<file path="src/sv/hics_pkg.sv">
package hics_pkg;
  localparam int TABLE_DEPTH = 256;
  localparam int AW = $clog2(TABLE_DEPTH);
  localparam int CW = 8;
  localparam logic REQ_LOAD = 1'b0;
  localparam logic REQ_SAMPLE = 1'b1;

  typedef struct packed {
    logic [63:0] num;
    logic [31:0] den;
  } div_req_t;
endpackage

</file>
<file path="src/sv/hics_div.sv">
module hics_div
  import hics_pkg::*;
(
  input  logic        clk,
  input  logic        rst_n,
  input  logic        start,
  input  div_req_t    req,
  output logic        busy,
  output logic        done,
  output logic [63:0] quot
);
  logic [63:0] q_r;
  logic [32:0] rem_r;
  logic [31:0] den_r;
  logic [6:0]  cnt_r;
  logic        busy_r, done_r;
  logic [32:0] trial;
  logic [32:0] shifted;

  always_comb begin
    shifted = {rem_r[31:0], q_r[63]};
    trial = shifted - {1'b0, den_r};
  end

  always_ff @(posedge clk) begin
    if (!rst_n) begin
      busy_r <= 1'b0;
      done_r <= 1'b0;
      cnt_r <= '0;
    end else begin
      done_r <= 1'b0;
      if (start && !busy_r) begin
        busy_r <= 1'b1;
        cnt_r <= 7'd64;
        q_r <= req.num;
        den_r <= req.den;
        rem_r <= '0;
      end else if (busy_r) begin
        // restoring step: one quotient bit per cycle
        if (!trial[32]) begin
          rem_r <= trial;
          q_r <= {q_r[62:0], 1'b1};
        end else begin
          rem_r <= shifted;
          q_r <= {q_r[62:0], 1'b0};
        end
        cnt_r <= cnt_r - 7'd1;
        if (cnt_r == 7'd1) begin
          busy_r <= 1'b0;
          done_r <= 1'b1;
        end
      end
    end
  end

  assign busy = busy_r;
  assign done = done_r;
  assign quot = q_r;
endmodule

</file>
<file path="config.mk">
export PLATFORM = sky130hd
export DESIGN_NAME = hics_div
export DESIGN_NICKNAME = d
export VERILOG_FILES = /design/src/sv/hics_pkg.sv /design/src/sv/hics_div.sv
export SDC_FILE = /design/constraint.sdc
export NUM_CORES = 1
export LEC_CHECK = 0
export BUFFER_PORTS_ARGS = -buffer_cell sky130_fd_sc_hd__buf_4
export CAP_MARGIN = 20
export CORE_MARGIN = 2
export CORE_UTILIZATION = 41
export CTS_BUF_LIST = sky130_fd_sc_hd__clkbuf_8 sky130_fd_sc_hd__clkbuf_16
export CTS_CLUSTER_SIZE = 40
export DETAILED_ROUTE_END_ITERATION = 8
export GPL_TIMING_DRIVEN = 0
export SETUP_SLACK_MARGIN = 0.5
export SLEW_MARGIN = 20
export SYNTH_ARGS = -nofsm -noshare
export SYNTH_HDL_FRONTEND = slang
export SYNTH_SLANG_ARGS = --single-unit
export TNS_END_PERCENT = 5
</file>
<file path="constraint.sdc">
create_clock -name clk -period 4.1 [get_ports clk]
set_clock_uncertainty 0.15 [all_clocks]
set_input_delay 0.82 -clock clk [delete_from_list [all_inputs] [get_ports clk]]
set_output_delay 0.82 -clock clk [all_outputs]
set_load 0.02 [all_outputs]
</file>
======== After elaboration in Yosys (flattened, before gate mapping) ========
Cells that the tools add are included.
word-level totals
  output and inout bits ................... 66
  input bits .............................. 99
  logic and storage cells ................. 30
  register bits after elaboration ......... 137
operators by class
  reduce and logical (&&, ||, !) cells .... 7
  bitwise operators ....................... 2
  $add $sub $neg .......................... 2
  mux-type cells .......................... 11
  eq/ne operators ......................... 1
operator list
  cell                                              number
  2-to-1 mux 64 bit                                 2
  2-to-1 mux 32 bit                                 2
  subtractor 33 x 32 -> 33 bit                      1
  2-to-1 mux 7 bit                                  2
  == test 7 x 1 -> 1 bit, second input constant     1
  subtractor 7 x 1 -> 7 bit, second input constant  1
  2-to-1 mux 1 bit                                  5
  AND reduction 2 bit                               2
  OR reduction 3 bit                                1
  inverter 1 bit                                    2
  nonzero test 2 bit                                1
  OR reduction 2 bit                                1
  logical AND 1 bit                                 1
  logical NOT 1 bit                                 1

======== Longest topological paths before layout ========
Gate-level depths: netlist of run 1.
  depth after elaboration ................. 4
  mapped depth ............................ 13
  mapped depth without buffers ............ 11

======== Least setup slack after synthesis of run 1 ========
Ideal clock, no wire load.
  path type ............................... input-to-reg
  start ................................... in rst_n
  end ..................................... reg q_r[0] (netlist: quot[0]), enable pin
  path slack .............................. 0.481 ns
  stages on the path ...................... 1
  arrival time ............................ 3.006 ns
  setup time .............................. 0.463 ns
  buffers on the path ..................... 0
  required time ........................... 3.487 ns
  cell sequence ........................... o21a_1
between the ends
  longest elaborated chain between the ends .. 1
ends and longest elaborated chain
  item                                  line            text
  start, declared                       hics_div.sv:5   input logic rst_n,
  AND reduction 2 bit (no source line)  --
  end signal, assigned                  hics_div.sv:35  q_r <= req.num;
  end signal, assigned                  hics_div.sv:42  q_r <= {q_r[62:0], 1'b1};
  end signal, assigned                  hics_div.sv:45  q_r <= {q_r[62:0], 1'b0};
  end, declared                         hics_div.sv:12  logic [63:0] q_r;
No other way between the ends.
A chain may end at the register's enable or synchronous reset.

======== Worst setup path in the final report of run 1 ========
  start ................................... reg q_r[63] (netlist: quot[63])
  end ..................................... reg rem_r[12], data pin
between the ends
  longest elaborated chain between the ends .. 3
ends and longest elaborated chain
  item                          line            text
  subtractor 33 x 32 -> 33 bit  hics_div.sv:22  trial = shifted - {1'b0, den_r};
  2-to-1 mux 32 bit             hics_div.sv:40  if (!trial[32]) begin
  2-to-1 mux 32 bit             hics_div.sv:38  end else if (busy_r) begin
  end signal, assigned          hics_div.sv:41  rem_r <= trial;
  end signal, assigned          hics_div.sv:44  rem_r <= shifted;
  end, declared                 hics_div.sv:13  logic [32:0] rem_r;
No other way between the ends. The select of a mux whose other input is x is not followed.

==> flow_metrics.env, run 1 <==
export IMPL_cp_top_family="compound AO/OA/AOI/OAI gates"
export IMPL_yosys_most_used_dff="edfxtp_1"
export IMPL_wire_per_inst_microns=17.06
export IMPL_syn_inst=810
export IMPL_postCtsSetupBuffers=0
export IMPL_crit_required_ns=4.11
export IMPL_hp_class="reg2reg"
export IMPL_antenna_found_initial=0
export IMPL_crit_buf_inv=3
export IMPL_crit_start="quot[63]"
export IMPL_synth_nets=944
export IMPL_fin_util_pct=53.40
export IMPL_syn_avg_cell_area_sq_um=9.633
export IMPL_max_vdd_ir_drop_uv=311.8
export IMPL_hp_start="cnt_r[1]"
export IMPL_setup_viol=0
export IMPL_hold_viol_final=0
export IMPL_core_sq_um=18710
export IMPL_grt_max_degree=40
export IMPL_hpwl_microns=15590
export IMPL_fp_row_count=50
export IMPL_rsz0062_at_grt="yes"
export IMPL_cts_sinks=137
export IMPL_synth_largest_area_cell="edfxtp_1"
export IMPL_mostFrequentLayoutCell="nand2_1"
export IMPL_power_mw=4.395
export IMPL_fin_crit_sh_pct=84.11
export IMPL_layout_drive_gt1_share_pct=23.29
export IMPL_initial_core_util_pct=41.71
export IMPL_insertion_delay_ns=0.43
export IMPL_status="completed"
export IMPL_worst_pin_slew_ns=0.7818
export IMPL_cp_arrival_ns=3.45
export IMPL_firstDrtPassIters=5
export IMPL_yosysSeqAreaShare_pct=51.57
export IMPL_synth_edf_count=128
export IMPL_postCtsHoldBufs=0
export IMPL_synth_area_top_cells="edfxtp_1 49%, nand2_1 11%, ha_1 5.5%"
export IMPL_p_leak_nw=4.316
export IMPL_nFillCells=1775
export IMPL_grt_pass1_wl_microns=33910
export IMPL_fin_tns_setup_ns=0
export IMPL_boundaryPins=165
export IMPL_yosys_warnings=0
export IMPL_die_w_microns=142.0
export IMPL_grt_pass1_vias=6513
export IMPL_criticalPathCategory="reg2reg"
export IMPL_p_per_area_nw_per_um2=440.0
export IMPL_port_buffers=164
export IMPL_dieArea_sq_um=20150
export IMPL_via_count=6643
export IMPL_path_clk_slew_ns=0.07
export IMPL_cpPeakStageDelay_ns=0.41
export IMPL_root_buffer="clkbuf_16"
export IMPL_overflow=0
export IMPL_layout_common_cells="222 x nand2_1, 169 x buf_4, 128 x edfxtp_1, 51 x a21oi_1, 43 x inv_1"
export IMPL_fin_area_sq_um=9988
export IMPL_final_nets=1130
export IMPL_cts_buffers_inserted=17
export IMPL_synth_async_reset_ratio_pct=0
export IMPL_place_area_sq_um=9403
export IMPL_htree_num_levels=4
export IMPL_synth_seq_cells=137
export IMPL_cts_buffer_depth=2
export IMPL_slew_headroom_pct=47.41
export IMPL_synth_distinct_cells=68
export IMPL_grt_use_total_pct=21.96
export IMPL_die_h_microns=142.0
export IMPL_antenna_cells=0
export IMPL_place_ws_ns=0.4587
export IMPL_area_growth_pct=28.01
export IMPL_place_congestion=0.8826
export IMPL_wl_microns=21210
export IMPL_fin_ws_ns=0.6513
export IMPL_synth_top_area_share_pct=49.26
export IMPL_cp_max_fo=10
export IMPL_crit_chain="inv_1, ha_1, fa_1, nand2b_1, a21o_1, a211oi_4, a21boi_2, nor4b_2, o21bai_1, buf_4, buf_4, o21ai_0, a21oi_1"
export IMPL_fmax_mhz=290.0
export IMPL_vias_per_cell=5.344
export IMPL_fin_crit_ns=3.449
export IMPL_syn_area_sq_um=7802
export IMPL_tritoncts="yes"
export IMPL_crit_top_cell="buf_4"
export IMPL_cp_slowest_cell="fa_1"
export IMPL_ant_nets=0
export IMPL_drc_errors=0
export IMPL_drt_iter0_markers=572
export IMPL_end_kind="flop"
export IMPL_r2r_start="quot[63]"
export IMPL_start_kind="flop"
export IMPL_maxSlewViolCount=0
export IMPL_cap_violations=0
logic make-up after synthesis:
| logic type | share of synthesized area (%) |
|---|---|
| xor+xnor | 2.694 |
| compound gates | 15.17 |
| fa+ha+maj | 5.709 |
| flops | 51.57 |
| buf+inv | 4.699 |
| mux | 0.5292 |
| simple gates | 19.63 |
repair_timing:
action / CTS / global route
setup endpoints to repair: 9 / 33
pin swaps: 0 / 2
gates resized for setup: 2 / 7
worst register-to-register path, cell delays in order (launching register included):
cell and delay (ns):
edfxtp_1 0.38, inv_1 0.05, ha_1 0.23, fa_1 0.41, nand2b_1 0.19, a21o_1 0.23, a211oi_4 0.36, a21boi_2 0.12
nor4b_2 0.27, o21bai_1 0.13, buf_4 0.20, buf_4 0.18, o21ai_0 0.19, a21oi_1 0.09
Yosys cell counts, drive strengths merged, types with 2 or more instances:
cell,instances
a2111o,2
a2111oi,2
a211o,5
a211oi,16
a21boi,3
a21o,12
a21oi,52
a311o,2
a311oi,4
a31oi,3
a41oi,3
and2,4
and3,5
buf,17
clkbuf,26
dfxtp,9
edfxtp,128
ha,34
inv,41
mux2i,3
nand2,223
nand2b,6
nand3,32
nand3b,2
nand4,7
nor2,29
nor2b,5
nor3,13
nor4,6
nor4b,3
o2111ai,3
o211ai,5
o21a,9
o21ai,38
o21bai,6
o22ai,3
o2bb2ai,2
o311ai,3
o31ai,2
or2,2
or3,3
or3b,2
xnor2,14
xor2,10
report_power, final:
group	switching, mW	internal, mW	leakage (nW)
logic	0.675	0.486	2.74
registers	0.0655	1.69	1.30
clock network	0.643	0.834	0.276
total	1.38	3.01	4.32
final timing paths:
| path | endpoint | slack, ns | cells past startpoint |
|---|---|---|---|
| worst min register to register | cnt_r[1] | 0.34 | 2 |
| worst min-delay path | cnt_r[1] | 0.34 | 2 |
| worst max-delay path | rem_r[12] | 0.65 | 13 |
| worst max register to register | rem_r[12] | 0.65 | 13 |
sequential cells by signal (all words and copies together) (netlist names):
name and cells:
quot 64, den_r 32, rem_r 32, cnt_r 7, busy 1, done 1
cell type report:
type / count / area, sq um / share of cell area (%)
Sequential cell: 137 / 4024 / 40.29
Multi-Input combinational cell: 589 / 3448 / 34.52
Timing Repair Buffer: 167 / 1299 / 13.00
Clock buffer: 17 / 425.4 / 4.259
Tap cell: 234 / 292.8 / 2.931
Buffer: 43 / 216.5 / 2.167
Inverter: 41 / 153.9 / 1.541
Clock inverter: 15 / 128.9 / 1.290
per-stage QoR:
stage               hold slack [ns]  std cells
floorplan                    0.3185        810
global placement             0.3349       1208
detailed placement           0.3340       1211
CTS                          0.3425       1243
global route                 0.3725       1243
finish                       0.3416       1243
per-layer routing:
metal	vias to the layer above	wire (microns)	global-route usage, %
li1	3278	-	-
met1	3112	9302	27.84
met2	222	9607	34.34
met3	31	1923	9.017
met4	0	372	7.053
met5	-	0	0
Power figures use the tool's default switching activity.
==> run 2, diff against run 1 <==
==> constraint.sdc (replaced) <==
create_clock -name clk -period 3.2 [get_ports clk]
set_clock_uncertainty 0.15 [all_clocks]
set_input_delay 0.64 -clock clk [delete_from_list [all_inputs] [get_ports clk]]
set_output_delay 0.64 -clock clk [all_outputs]
set_load 0.02 [all_outputs]
==> flow_metrics.env, run 2 (synthesized netlist as in run 1, its figures left out) <==
export IMPL_status="completed"
export IMPL_setup_viol=0
export IMPL_drc_errors=0
export IMPL_nFillCells=1736
export IMPL_mostFrequentLayoutCell="nand2_1"
export IMPL_crit_required_ns=3.34
export IMPL_area_growth_pct=33.19
export IMPL_max_vdd_ir_drop_uv=393.2
export IMPL_start_kind="flop"
export IMPL_cp_arrival_ns=3.26
export IMPL_antenna_cells=0
export IMPL_layout_drive_gt1_share_pct=28.04
export IMPL_place_inst=1211
export IMPL_p_int_mw=3.954
export IMPL_p_comb_share_pct=28.6
export IMPL_drt_iter0_markers=520
export IMPL_path_clk_slew_ns=0.07
export IMPL_p_per_area_nw_per_um2=559.2
export IMPL_layout_common_cells="222 x nand2_1, 182 x buf_4, 128 x edfxtp_1, 47 x a21oi_1, 43 x inv_1"
export IMPL_p_leak_nw=4.477
export IMPL_crit_chain="inv_1, ha_2, fa_2, nand2b_4, a21o_1, a211oi_4, a21boi_2, nor4b_2, o21ba_1, buf_6, buf_8, nand3_1, a21oi_2"
export IMPL_root_buffer="clkbuf_16"
export IMPL_hpwl_microns=15590
export IMPL_grt_use_total_pct=22.38
export IMPL_switching_power_mw=1.858
export IMPL_htree_num_levels=4
export IMPL_fin_crit_ns=3.124
export IMPL_r2r_slack_ns=0.08
export IMPL_final_nets=1148
export IMPL_firstDrtPassIters=5
export IMPL_cp_max_fo=6
export IMPL_maxSlewViolCount=0
export IMPL_cpPeakStageDelay_ns=0.36
export IMPL_place_area_sq_um=9403
export IMPL_p_clk_share_pct=32.7
export IMPL_die_w_microns=142.0
export IMPL_insertion_delay_ns=0.44
export IMPL_hold_viol_final=0
export IMPL_fin_util_pct=55.56
export IMPL_cts_buffer_depth=2
export IMPL_hp_class="in2reg"
export IMPL_cts_sinks=137
export IMPL_end_kind="flop"
export IMPL_fin_area_sq_um=10390
export IMPL_cp_slowest_cell="edfxtp_1"
export IMPL_cap_violations=0
export IMPL_largest_reg_flops=64
export IMPL_p_sw_share_pct=31.97
export IMPL_grt_pass1_vias=6633
export IMPL_seq_area_sq_um=4024
export IMPL_wire_per_inst_microns=17.31
export IMPL_postCtsHoldBufs=0
export IMPL_overflow=0
export IMPL_core_sq_um=18710
export IMPL_cts_buffers_inserted=17
export IMPL_wl_microns=21820
export IMPL_seqPwrFrac_pct=38.8
export IMPL_power_mw=5.812
export IMPL_multi_input_area_sq_um=3632
export IMPL_vias_per_cell=5.340
export IMPL_fmax_mhz=320.1
export IMPL_dieArea_sq_um=20150
export IMPL_antenna_found_initial=0
export IMPL_fin_crit_sh_pct=97.64
export IMPL_tritoncts="yes"
export IMPL_fin_tns_setup_ns=0
export IMPL_boundaryPins=165
export IMPL_ant_nets=0
export IMPL_hold_worst_slack_ns=0.2240
export IMPL_criticalPathCategory="reg2reg"
export IMPL_port_buffers=164
export IMPL_fin_ws_ns=0.07562
export IMPL_via_count=6734
export IMPL_place_congestion=0.8826
export IMPL_grt_max_degree=40
export IMPL_die_h_microns=142.0
export IMPL_place_ws_ns=-0.4413
export IMPL_fin_cells=1261
export IMPL_grt_pass1_wl_microns=34560
export IMPL_worst_pin_slew_ns=0.6758
export IMPL_rsz0062_at_grt="yes"
export IMPL_fp_row_count=50
export IMPL_slew_headroom_pct=54.94
export IMPL_initial_core_util_pct=41.71
==> run 2: path summary, 6_finish.rpt <==
path	startpoint	end	depth (start not counted)
worst max-delay path	quot[63]	rem_r[19]	13
worst min-delay path	req[23]	den_r[23]	1
worst max register to register	quot[63]	rem_r[19]	13
worst min register to register	cnt_r[1]	cnt_r[1]	2
==> run 2: critical path: cells and delay by family, from the launching register on <==
kind	cells	cell delay [ns]
fa+ha+maj	2	0.52
compound gates	5	0.98
simple gates	3	0.60
buf+inv	3	0.35
flops	1	0.36
==> run 2: final cells by class <==
cell class | instances | area share (%)
sequential | 137 | 38.72
multi-input combinational | 589 | 34.95
inverter | 41 | 1.481
buffer | 43 | 2.516
clock inverter | 15 | 1.240
clock buffer | 17 | 4.093
tap | 234 | 2.817
timing repair buffer | 185 | 14.18
==> run 2: power groups by stage <==
stage | clock, mW | sequential [mW] | combinational [mW]
2_1_floorplan | 0 | 2.34 | 0.929
3_3_place_gp | 0 | 2.29 | 1.45
3_5_place_dp | 0 | 2.28 | 1.47
4_1_cts | 1.93 | 2.25 | 1.58
5_1_grt | 2.00 | 2.27 | 1.83
6_report | 1.90 | 2.25 | 1.66
==> run 2: timing repair <==
action | in CTS | in global routing
pin swaps | 18 | 19
setup endpoints to repair | 33 | 33
resized for setup | 42 | 43
cloned | 2 | 0
buffers inserted | 13 | 3
==> run 2: metal layers <==
layer  up-vias  share of wire, %  GRT usage, %
met5         -                 0             0
li1       3319                 -             -
met3        36               9.3         9.085
met4         0               2.3         7.684
met1      3152                43         28.10
met2       227                45         35.16
